**config.mk**
```make
export PLATFORM = sky130hd
export DESIGN_NAME = sidt_alu
export DESIGN_NICKNAME = d
export VERILOG_FILES = /design/src/hw/rtl/sidt_pkg.sv /design/src/hw/rtl/sidt_alu.sv
export SDC_FILE = /design/constraint.sdc
export NUM_CORES = 1
export LEC_CHECK = 0
export BUFFER_PORTS_ARGS = -buffer_cell sky130_fd_sc_hd__buf_2
export CAP_MARGIN = 0
export CORE_MARGIN = 2
export CORE_UTILIZATION = 55
export DETAILED_ROUTE_END_ITERATION = 10
export PLACE_DENSITY = 0.88
export SETUP_SLACK_MARGIN = 0.15
export SLEW_MARGIN = 25
export SYNTH_ARGS = -nofsm -noshare
export SYNTH_HDL_FRONTEND = slang
export SYNTH_SLANG_ARGS = --single-unit
```
**constraint.sdc**
```tcl
create_clock -name vclk -period 10.1
set_input_delay 2.02 -clock vclk [all_inputs]
set_output_delay 2.02 -clock vclk [all_outputs]
set_load 0.02 [all_outputs]
```
**src/hw/rtl/sidt_pkg.sv**
```systemverilog
// Shared types and codes for the sorted id offset table.
// Used by sidt_alu and sorted_id_offset_table under hw/rtl; depends on nothing else.
package sidt_pkg;

    localparam int KEY_W = 64;
    localparam int POS_W = 11;
    localparam int IDX_W = 10;

    // operation codes
    localparam logic [1:0] OP_APPEND = 2'd0;
    localparam logic [1:0] OP_QUERY  = 2'd1;
    localparam logic [1:0] OP_READ   = 2'd2;
    localparam logic [1:0] OP_CLEAR  = 2'd3;

    // result status codes
    localparam logic [2:0] ST_OK      = 3'd0;
    localparam logic [2:0] ST_NOT_INC = 3'd1;
    localparam logic [2:0] ST_OFF_BIG = 3'd2;
    localparam logic [2:0] ST_FULL    = 3'd3;
    localparam logic [2:0] ST_RANGE   = 3'd4;

    typedef struct packed {
        logic [1:0]       opcode;
        logic [KEY_W-1:0] key;
        logic             start_load;
        logic [IDX_W-1:0] entry_index;
    } t_in_item;

    typedef struct packed {
        logic [2:0]       status;
        logic [POS_W-1:0] position;
        logic [KEY_W-1:0] id_out;
    } t_out_item;

endpackage

```
**src/hw/rtl/sidt_alu.sv**
```systemverilog
// Shared 64-bit add/subtract unit for all key/offset compares and sums.
// Depends on sidt_pkg for the key width.
module sidt_alu (
    input  logic [sidt_pkg::KEY_W-1:0] i_a,
    input  logic [sidt_pkg::KEY_W-1:0] i_b,
    input  logic                       i_sub,
    output logic [sidt_pkg::KEY_W-1:0] o_sum,
    output logic                       o_carry
);

    logic [sidt_pkg::KEY_W-1:0] b_op;
    logic [sidt_pkg::KEY_W:0]   full_sum;

    // subtract as a + ~b + 1; carry high means no borrow
    assign b_op     = i_sub ? ~i_b : i_b;
    assign full_sum = {1'b0, i_a} + {1'b0, b_op}
                      + {{sidt_pkg::KEY_W{1'b0}}, i_sub};
    assign o_sum    = full_sum[sidt_pkg::KEY_W-1:0];
    assign o_carry  = full_sum[sidt_pkg::KEY_W];

endmodule

```
==> results_dict.tcl, run 1 <==
set metrics [dict create \
    cp.required_ns 8.08 \
    fin_tns_setup_ns 0 \
    worst_margin_pin_slew_ns 0.999 \
    post_drt_wl_per_cell_um 15.8 \
    internal_power_uw 248 \
    gp_congestion 1.04 \
    grt_start_max_net_pins 65 \
    fin_area_mm2 0.00552 \
    seq_power_share_pct 0 \
    pwr-share-comb_pct 100.0 \
    groute.layer.met2.usage_pct 53.8 \
    crit_fanout 64 \
    layout.nets 1007 \
    met1_usage_pct 39.4 \
    cts_hold_buffers_added 0 \
    vias 5515 \
    final.fill_count 738 \
    syn_area_per_cell_um2 7.16 \
    grt_util_met3_pct 1.52 \
    yosys_warnings 0 \
    power_switching_uw 416 \
    cp-start-kind "input pin" \
    hold_path.class "in -> out" \
    syn2layout_area_growth_pct 21.1 \
    post-cts-setup-buffers 0 \
    timing.hold.worst_path_depth 3 \
    grt_pass1_vias 5075 \
    wp_data_arrival_ns 5.86 \
    drt_drc_violations_left 0 \
    fraction_of_final_layout_cells_sized_beyond_drive_strength_1_pct 27.3 \
    die_height_um 95 \
    power.leakage_uw 0.00278 \
    vdd.ir_drop.worst_v 0.0000638 \
    gr-usage-all-layers_pct 30.0 \
    io_buffer_count 194 \
    setup.worst_path.end_class "output port" \
    worstSetupPathType "in -> out" \
    core-area_mm2 0.00813 \
    synthCells 636 \
    final-max-slew-violation-count 0 \
    finalWirelength_um 14400 \
    initial_utilization_pct 56.0 \
    detailedRoute.firstIterationViolations 275 \
    finalSetupViolCount 0 \
    vias_per_cell 6.05 \
    drv.max_cap_violation_count 0 \
    detailed_place_hpwl_um 12100 \
    timing.final.crit_period_ns 7.88 \
    grt_first_pass_wirelength_um 22700 \
    clock_buffers 0 \
    finalHoldViolCount 0 \
    number_of_antenna_violations_at_the_first_check_in_global_routing 0 \
    post_synth_instance_area_mm2 0.00455 \
    p_clk_share_pct 0 \
    achievable-frequency_mhz 127 \
    layout_worst_path_cycle_share_pct 78.1 \
    cts_repair_resize_count 0 \
    route.antenna.remaining_nets 0 \
    seq_area_um2 0 \
    powerDensity_mw_per_mm2 120 \
    antennaDiodeCount 0 \
    seq_cell_count 0 \
    synth-seq-area-share_pct 0 \
    busiest_layer "met2" \
    synthesis.nets 835 \
    dpl-instance-area_mm2 0.00551 \
    timing.max_slew.rel_slack_pct 33.4 \
    top_level_port_count 194 \
    final_cell_mix "sky130_fd_sc_hd__buf_2 (193), sky130_fd_sc_hd__xor2_1 (86), sky130_fd_sc_hd__a21oi_1 (82)" \
    grt_setup_unrepaired "no" \
    die_x_um 95 \
    status "finished, final reports clean" \
    global_route.overflow_total 0 \
    rows 33 \
    layout_commonest_cell "sky130_fd_sc_hd__buf_2" \
    power.switching_fraction_pct 62.6 \
    ys_types 71 \
    drt_pass_1_iters 5 \
    floorplan.die_area_mm2 0.00903 \
]
==> synth_stat cells (3+ instances only) <==
library cell                number  share of area [%]
sky130_fd_sc_hd__and2_1          7               0.96
sky130_fd_sc_hd__nand2b_1        5               0.69
sky130_fd_sc_hd__o211ai_1        3               0.49
sky130_fd_sc_hd__nor2b_1         4               0.55
sky130_fd_sc_hd__clkbuf_1        8               0.66
sky130_fd_sc_hd__nor2_1         37                3.0
sky130_fd_sc_hd__o21bai_1       11                1.8
sky130_fd_sc_hd__a31oi_1         7               0.96
sky130_fd_sc_hd__nor4_1          5               0.69
sky130_fd_sc_hd__a21boi_0        5               0.82
sky130_fd_sc_hd__o21ai_0        34                3.7
sky130_fd_sc_hd__buf_1           6               0.49
sky130_fd_sc_hd__a211oi_1        4               0.66
sky130_fd_sc_hd__and3_1          3               0.41
sky130_fd_sc_hd__o21a_1          5               0.82
sky130_fd_sc_hd__a21o_1         32                5.3
sky130_fd_sc_hd__ha_1           69                 19
sky130_fd_sc_hd__or3_1           3               0.41
sky130_fd_sc_hd__a2111oi_0       4               0.77
sky130_fd_sc_hd__nand4_1        14                1.9
sky130_fd_sc_hd__buf_4           4               0.66
sky130_fd_sc_hd__xor2_1         86                 17
sky130_fd_sc_hd__nor3_1          6               0.66
sky130_fd_sc_hd__xnor2_1        37                7.1
sky130_fd_sc_hd__nand3_1        10                1.1
sky130_fd_sc_hd__a21o_2          3               0.58
sky130_fd_sc_hd__inv_1          20                1.6
sky130_fd_sc_hd__nand2_1        61                5.0
sky130_fd_sc_hd__a21oi_1        82                9.0
sky130_fd_sc_hd__o31ai_1         5               0.82
==> power groups by stage <==
stage	logic, µW	clock network [µW]	registers, µW
2_1_floorplan	471	0	0
3_3_place_gp	643	0	0
6_report	664	0	0
4_1_cts	656	0	0
3_5_place_dp	652	0	0
5_1_grt	718	0	0
==> cell type report <==
class / count / area [µm²] / area share [%]
multi-input cells: 592 / 4340 / 78.6
repair buffers: 194 / 973 / 17.6
well taps: 105 / 131 / 2.38
inverters: 20 / 75.1 / 1.36
==> metal layers <==
| layer | wire length (µm) | part of all wire, % |
|---|---|---|
| met5 | 0 | 0 |
| met2 | 6920 | 48 |
| met1 | 6150 | 43 |
| met4 | 316 | 2.2 |
| met3 | 1020 | 7.1 |
==> worst max-delay path: stages <==
cell and delay (ns):
sky130_fd_sc_hd__buf_4 0.75, sky130_fd_sc_hd__xor2_1 0.25, sky130_fd_sc_hd__inv_1 0.09, sky130_fd_sc_hd__fa_1 0.44, sky130_fd_sc_hd__nor2b_1 0.20, sky130_fd_sc_hd__o21bai_2 0.12
sky130_fd_sc_hd__a2111oi_4 0.36, sky130_fd_sc_hd__o2111ai_1 0.18, sky130_fd_sc_hd__nand3_1 0.23, sky130_fd_sc_hd__a311oi_2 0.16, sky130_fd_sc_hd__a211oi_4 0.45, sky130_fd_sc_hd__a311oi_2 0.20
sky130_fd_sc_hd__a21oi_1 0.20, sky130_fd_sc_hd__buf_2 0.19
==> cells by family (layout without fill, tap and decap cells) <==
| kind of cell | count (synthesis) | in the layout | synth area share, % |
|---|---|---|---|
| xor+xnor | 123 | 123 | 23.7 |
| mux | 2 | 2 | 0.440 |
| buf+inv | 44 | 214 | 4.84 |
| fa+ha+maj | 70 | 70 | 19.4 |
| compound gates | 228 | 228 | 33.5 |
| simple gates | 169 | 169 | 18.2 |
==> per-stage QoR <==
stage	utilization [%]	instances	hold WS, ns	total power (µW)	worst slack, ns
after global routing	67.8	911	4.35	718	1.90
after detailed placement	67.8	911	4.34	652	2.22
after CTS	67.8	911	4.34	656	2.21
final	67.8	911	4.34	664	2.22
after floorplan	-	636	4.16	471	2.94
after global placement	67.8	911	4.34	643	2.40
==> worst paths after layout <==
path	from	endpoint	slack, ns
worst min-delay path	i_a[0]	o_sum[0]	4.34
worst max-delay path	i_sub	o_carry	2.22
Power figures use the tool's default switching activity.
==> run 2, diff against run 1 <==
--- a/config.mk
+++ b/config.mk
@@ -5,12 +5,13 @@
 export SDC_FILE = /design/constraint.sdc
 export NUM_CORES = 1
 export LEC_CHECK = 0
+export ABC_AREA = 1
 export BUFFER_PORTS_ARGS = -buffer_cell sky130_fd_sc_hd__buf_2
 export CAP_MARGIN = 0
 export CORE_MARGIN = 2
 export CORE_UTILIZATION = 55
 export DETAILED_ROUTE_END_ITERATION = 10
-export PLACE_DENSITY = 0.88
+export PLACE_DENSITY = 0.83
 export SETUP_SLACK_MARGIN = 0.15
 export SLEW_MARGIN = 25
 export SYNTH_ARGS = -nofsm -noshare
==> constraint.sdc (replaced) <==
create_clock -name vclk -period 8.2
set_input_delay 1.64 -clock vclk [all_inputs]
set_output_delay 1.64 -clock vclk [all_outputs]
set_load 0.02 [all_outputs]
==> results_dict.tcl, run 2 <==
set metrics [dict create \
    seq_area_um2 0 \
    basic_gate_share_of_the_synthesized_area_counting_and_or_nand_and_nor_cells_pct 44.5 \
    cts_hold_buffers_added 0 \
    layout_worst_path_cycle_share_pct 75.3 \
    timing.max_slew.rel_slack_pct 31.3 \
    ys_types 31 \
    finalHoldViolCount 0 \
    cp.required_ns 6.56 \
    yosys-top-cells-count "sky130_fd_sc_hd__nand2_1 (446), sky130_fd_sc_hd__inv_1 (221), sky130_fd_sc_hd__nor2_1 (101)" \
    hold_start "i_a[0]" \
    slowest_stage "sky130_fd_sc_hd__buf_4" \
    combinational_family_with_the_most_area_after_synthesis "simple AND/OR/NAND/NOR gates" \
    hold_path.class "in -> out" \
    floorplan.die_area_mm2 0.0118 \
    layout.nets 1576 \
    antennaDiodeCount 0 \
    rows 38 \
    fin_area_mm2 0.00715 \
    synth-seq-area-share_pct 0 \
    power_total_uw 890 \
    internal_power_uw 293 \
    fraction_of_final_layout_cells_sized_beyond_drive_strength_1_pct 17.3 \
    place.detailed.instances 1515 \
    cts_repair_resize_count 0 \
    synthCells 1188 \
    io_buffer_count 194 \
    seq_power_share_pct 0 \
    power.leakage_uw 0.00446 \
    gp_congestion 1.09 \
    dominant_cell_by_count_in_the_synthesized_netlist "sky130_fd_sc_hd__nand2_1" \
    wp_data_arrival_ns 4.54 \
    initial_utilization_pct 56.0 \
    path_cells "buf_4 -> xnor2_1 -> fa_1 -> nand3b_1 -> nand2_1 -> nand2_1 -> nand2_2 -> nand3_1 -> nand2_1 -> nand2_1 -> nand2_1 -> nand2_1 -> nand2_1 -> nand2_1 -> nand2_1 -> buf_2" \
    grt_pass1_vias 6815 \
    final.fill_count 1136 \
    cpPeakStageDelay_ns 0.77 \
    synth-compound-area-share_pct 12.5 \
    number_of_buffer_and_inverter_stages_on_the_critical_path 2 \
    achievable-frequency_mhz 162 \
    crit_fanout 64 \
    route.antenna.remaining_nets 0 \
    gr-usage-all-layers_pct 35.3 \
    status "finished, final reports clean" \
    final-max-slew-violation-count 0 \
    clock_buffers 0 \
    drv.max_cap_violation_count 0 \
    setup.worst_path.end_class "output port" \
    finalSetupViolCount 0 \
    fin_tns_setup_ns 0 \
    synth.top_cells.by_area "sky130_fd_sc_hd__nand2_1 (28%), sky130_fd_sc_hd__ha_1 (14%), sky130_fd_sc_hd__inv_1 (14%)" \
    cp-start-kind "input pin" \
    detailed_place_hpwl_um 19100 \
    layout_commonest_cell "sky130_fd_sc_hd__nand2_1" \
    top_level_port_count 194 \
    powerDensity_mw_per_mm2 125 \
    worst_margin_pin_slew_ns 1.03 \
    global_route.overflow_total 0 \
    vdd.ir_drop.worst_v 0.0000964 \
    final_cell_mix "sky130_fd_sc_hd__nand2_1 (446), sky130_fd_sc_hd__inv_1 (221), sky130_fd_sc_hd__buf_2 (193)" \
    worst_path_most_repeated_cell "sky130_fd_sc_hd__nand2_1" \
    grt_start_max_net_pins 65 \
    finalNonFillerCells 1515 \
    p_clk_share_pct 0 \
    power_switching_uw 598 \
    finalWirelength_um 21400 \
    die_x_um 109 \
    dpl-instance-area_mm2 0.00715 \
    synth_mux_area_share_pct 0 \
    timing.hold.worst_path_depth 3 \
    die_height_um 109 \
    pwr-share-comb_pct 100.0 \
    fin_util_pct 66.2 \
    post-cts-setup-buffers 0 \
    syn_area_per_cell_um2 5.09 \
    power.switching_fraction_pct 67.1 \
    grt_first_pass_wirelength_um 32900 \
    synthesis.nets 1387 \
    core-area_mm2 0.0108 \
    cell_taking_the_most_area_after_synthesis "sky130_fd_sc_hd__nand2_1" \
    yosys_warnings 0 \
    yosys.area_share.adder_pct 14.6 \
    post_synth_instance_area_mm2 0.00604 \
    post_drt_wl_per_cell_um 14.1 \
    vias_per_cell 5.15 \
    detailedRoute.firstIterationViolations 686 \
    drt_drc_violations_left 0 \
    seq_cell_count 0 \
    vias 7804 \
    synth_top_area_share_pct 27.7 \
    timing.critical_path.max_delay_family "simple AND/OR/NAND/NOR gates" \
    synth_xor_area_share_pct 13.8 \
    drt_pass_1_iters 5 \
    timing.final.crit_period_ns 6.18 \
    whs_endpoint "o_sum[0]" \
    syn2layout_area_growth_pct 18.3 \
    grt_setup_unrepaired "no" \
    number_of_antenna_violations_at_the_first_check_in_global_routing 0 \
    multi_input_area_mm2 0.00516 \
    worstSetupPathType "in -> out" \
]
[run 2: cell types whose count changed after synthesis, moves of 11 or more]
cell                      previous run  this run
sky130_fd_sc_hd__nor2_1             37       101
sky130_fd_sc_hd__nor2_2              1        14
sky130_fd_sc_hd__nand2_1            61       446
sky130_fd_sc_hd__a21o_1             32         1
sky130_fd_sc_hd__inv_1              20       221
sky130_fd_sc_hd__nand4_1            14         3
sky130_fd_sc_hd__xnor2_1            37         2
sky130_fd_sc_hd__nand2_2             0        16
sky130_fd_sc_hd__nand3_1            10        46
[run 2: routing by layer]
layer	GRT usage (%)	routed length, µm
met2	55.8	9130
met5	0	0
met1	51.1	9810
met3	5.44	1990
met4	5.77	444
[run 2: power groups by stage]
stage / clock (µW) / sequential (µW) / combinational [µW]
final: 0 / 0 / 890
after global routing: 0 / 0 / 977
after CTS: 0 / 0 / 876
after detailed placement: 0 / 0 / 873
after global placement: 0 / 0 / 869
after floorplan: 0 / 0 / 599
[run 2: how the worst max path moves through the flow]
stage / from / slack, ns / endpoint / depth (start not counted)
floorplan: i_sub / 3.04 / o_sum[32] / 13
global placement: i_sub / 2.11 / o_sum[62] / 16
detailed placement: i_sub / 2.02 / o_sum[62] / 16
CTS: i_sub / 2.02 / o_sum[62] / 16
global route: i_sub / 1.76 / o_sum[60] / 16
finish: i_sub / 2.02 / o_sum[46] / 16
[run 2: cells by family (layout without fill, tap and decap cells)]
family / count (synthesis) / count (layout)
compound gates: 140 / 140
xor+xnor: 95 / 95
fa+ha+maj: 70 / 70
buf+inv: 231 / 418
simple gates: 652 / 652
[run 2: cell type report]
| class | instances | share of cell area (%) |
|---|---|---|
| Multi-Input combinational cell | 957 | 72.2 |
| Inverter | 224 | 11.8 |
| Tap cell | 140 | 2.45 |
| Timing Repair Buffer | 194 | 13.6 |
[run 2: tightest hold or removal path: stages]
cell,delay [ns]
sky130_fd_sc_hd__buf_2,0.09
sky130_fd_sc_hd__xor2_1,0.06
sky130_fd_sc_hd__buf_2,0.15
[run 2: stage by stage]
step	worst slack, ns	hold slack, ns
2_1_floorplan	3.04	3.40
3_3_place_gp	2.11	3.58
3_5_place_dp	2.02	3.59
4_1_cts	2.02	3.60
5_1_grt	1.76	3.61
6_report	2.02	3.59
==> run 3, diff against run 2 <==
--- a/config.mk
+++ b/config.mk
@@ -5,11 +5,11 @@
 export SDC_FILE = /design/constraint.sdc
 export NUM_CORES = 1
 export LEC_CHECK = 0
-export ABC_AREA = 1
+export ABC_AREA = 0
 export BUFFER_PORTS_ARGS = -buffer_cell sky130_fd_sc_hd__buf_2
 export CAP_MARGIN = 0
 export CORE_MARGIN = 2
-export CORE_UTILIZATION = 55
+export CORE_UTILIZATION = 51
 export DETAILED_ROUTE_END_ITERATION = 10
 export PLACE_DENSITY = 0.83
 export SETUP_SLACK_MARGIN = 0.15
==> constraint.sdc (replaced) <==
create_clock -name vclk -period 5.8
set_input_delay 1.16 -clock vclk [all_inputs]
set_output_delay 1.16 -clock vclk [all_outputs]
set_load 0.02 [all_outputs]
==> results_dict.tcl, run 3 (synthesis results as in run 1) <==
set metrics [dict create \
    floorplan.die_area_mm2 0.00970 \
    fin_util_pct 64.9 \
    gp_congestion 0.965 \
    drt_drc_violations_left 0 \
    layout.nets 1019 \
    worstSetupPathType "in -> out" \
    drv.max_cap_violation_count 0 \
    power.leakage_uw 0.00284 \
    timing.final.crit_period_ns 5.44 \
    cp.required_ns 4.64 \
    fraction_of_final_layout_cells_sized_beyond_drive_strength_1_pct 28.7 \
    worst_margin_pin_slew_ns 0.577 \
    syn2layout_area_growth_pct 23.6 \
    initial_utilization_pct 52.5 \
    timing.hold.worst_path_depth 3 \
    status "finished, final reports clean" \
    top_level_port_count 194 \
    layout_worst_path_cycle_share_pct 93.7 \
    io_buffer_count 194 \
    finalWirelength_um 14500 \
    hold_path.class "in -> out" \
    global_route.overflow_total 0 \
    cp-start-kind "input pin" \
    gr-usage-all-layers_pct 27.8 \
    vias_per_cell 5.96 \
    core-area_mm2 0.00868 \
    die_height_um 98.5 \
    finalSetupViolCount 0 \
    final.fill_count 769 \
    grt_first_pass_wirelength_um 23500 \
    grt_start_max_net_pins 17 \
    cts_hold_buffers_added 0 \
    route.antenna.remaining_nets 0 \
    antennaDiodeCount 0 \
    final_cell_mix "sky130_fd_sc_hd__buf_2 (193), sky130_fd_sc_hd__xor2_1 (86), sky130_fd_sc_hd__a21oi_1 (82)" \
    layout_commonest_cell "sky130_fd_sc_hd__buf_2" \
    wp_data_arrival_ns 4.28 \
    detailedRoute.firstIterationViolations 293 \
    timing.max_slew.rel_slack_pct 60.6 \
    seq_area_um2 0 \
    drt_pass_1_iters 5 \
    vdd.ir_drop.worst_v 0.000134 \
    fin_tns_setup_ns 0 \
    number_of_antenna_violations_at_the_first_check_in_global_routing 0 \
    post_drt_wl_per_cell_um 15.6 \
    finalHoldViolCount 0 \
    grt_pass1_vias 5235 \
    seq_cell_count 0 \
    detailed_place_hpwl_um 12400 \
    vias 5519 \
    powerDensity_mw_per_mm2 208 \
    final-max-slew-violation-count 0 \
    die_x_um 98.5 \
    setup.worst_path.end_class "output port" \
    grt_setup_unrepaired "no" \
    clock_buffers 0 \
    achievable-frequency_mhz 184 \
    rows 34 \
    finalNonFillerCells 926 \
    place.detailed.instances 926 \
    crit_fanout 16 \
]
[run 3: changes by cell type in the layout (fill, tap and decap cells not counted), moves of 11 or more]
cell / before / now
sky130_fd_sc_hd__nand3_1: 46 / 9
sky130_fd_sc_hd__xnor2_1: 2 / 37
sky130_fd_sc_hd__nand4_1: 3 / 14
sky130_fd_sc_hd__a21o_1: 1 / 32
sky130_fd_sc_hd__nand2_1: 446 / 61
sky130_fd_sc_hd__nand2_2: 16 / 0
sky130_fd_sc_hd__inv_1: 221 / 20
sky130_fd_sc_hd__nor2_2: 14 / 1
sky130_fd_sc_hd__nor2_1: 101 / 37
sky130_fd_sc_hd__buf_4: 1 / 12
[run 3: timing repair]
action                     CTS  global route
hold endpoints to repair     0             0
resized for setup            0             7
setup endpoints to repair    0            20
buffers inserted             0             0
[run 3: report_power, final]
group / leakage, µW / switching (µW) / internal [µW]
clock network: 0 / 0 / 0
logic: 0.00284 / 722 / 446
registers: 0 / 0 / 0
[run 3: worst max-delay path, cell delays in order]
cell and delay [ns]:
sky130_fd_sc_hd__buf_6 0.19, sky130_fd_sc_hd__buf_4 0.21, sky130_fd_sc_hd__mux2i_1 0.13, sky130_fd_sc_hd__fa_1 0.43, sky130_fd_sc_hd__nor2b_1 0.21, sky130_fd_sc_hd__o21bai_2 0.12
sky130_fd_sc_hd__a2111oi_4 0.41, sky130_fd_sc_hd__o2111ai_1 0.21, sky130_fd_sc_hd__nand3_2 0.17, sky130_fd_sc_hd__a311oi_2 0.14, sky130_fd_sc_hd__a211oi_4 0.29, sky130_fd_sc_hd__buf_4 0.18
sky130_fd_sc_hd__xor2_1 0.20, sky130_fd_sc_hd__buf_2 0.20
[run 3: cell type report]
class | instances | area [µm²] | area share (%)
Timing Repair Buffer | 206 | 1070 | 19.0
Multi-Input combinational cell | 592 | 4350 | 77.3
Inverter | 20 | 75.1 | 1.33
Tap cell | 108 | 135 | 2.40
[run 3: per-stage QoR]
step                      hold slack, ns  area, µm²  setup WS, ns  total power (µW)
after floorplan                     2.44       4550         0.365               820
after global placement              2.65       5610         0.306              1140
after detailed placement            2.65       5610         0.245              1150
after CTS                           2.65       5610         0.227              1150
after global routing                2.67       5630         0.180              1260
final                               2.65       5630         0.365              1170
[run 3: layer usage]
metal  track usage [%]  part of all wire [%]  vias up
met1              37.1                    43     2531
li1                  -                     -     2704
met4              5.69                   2.0        0
met5                 0                     0        -
met3              1.91                   6.7       30
met2              49.6                    48      254
[run 3: path summary, 6_finish.rpt]
kind	slack, ns	endpoint	from
setup / recovery	0.36	o_sum[54]	i_sub
hold / removal	2.65	o_sum[0]	i_a[0]
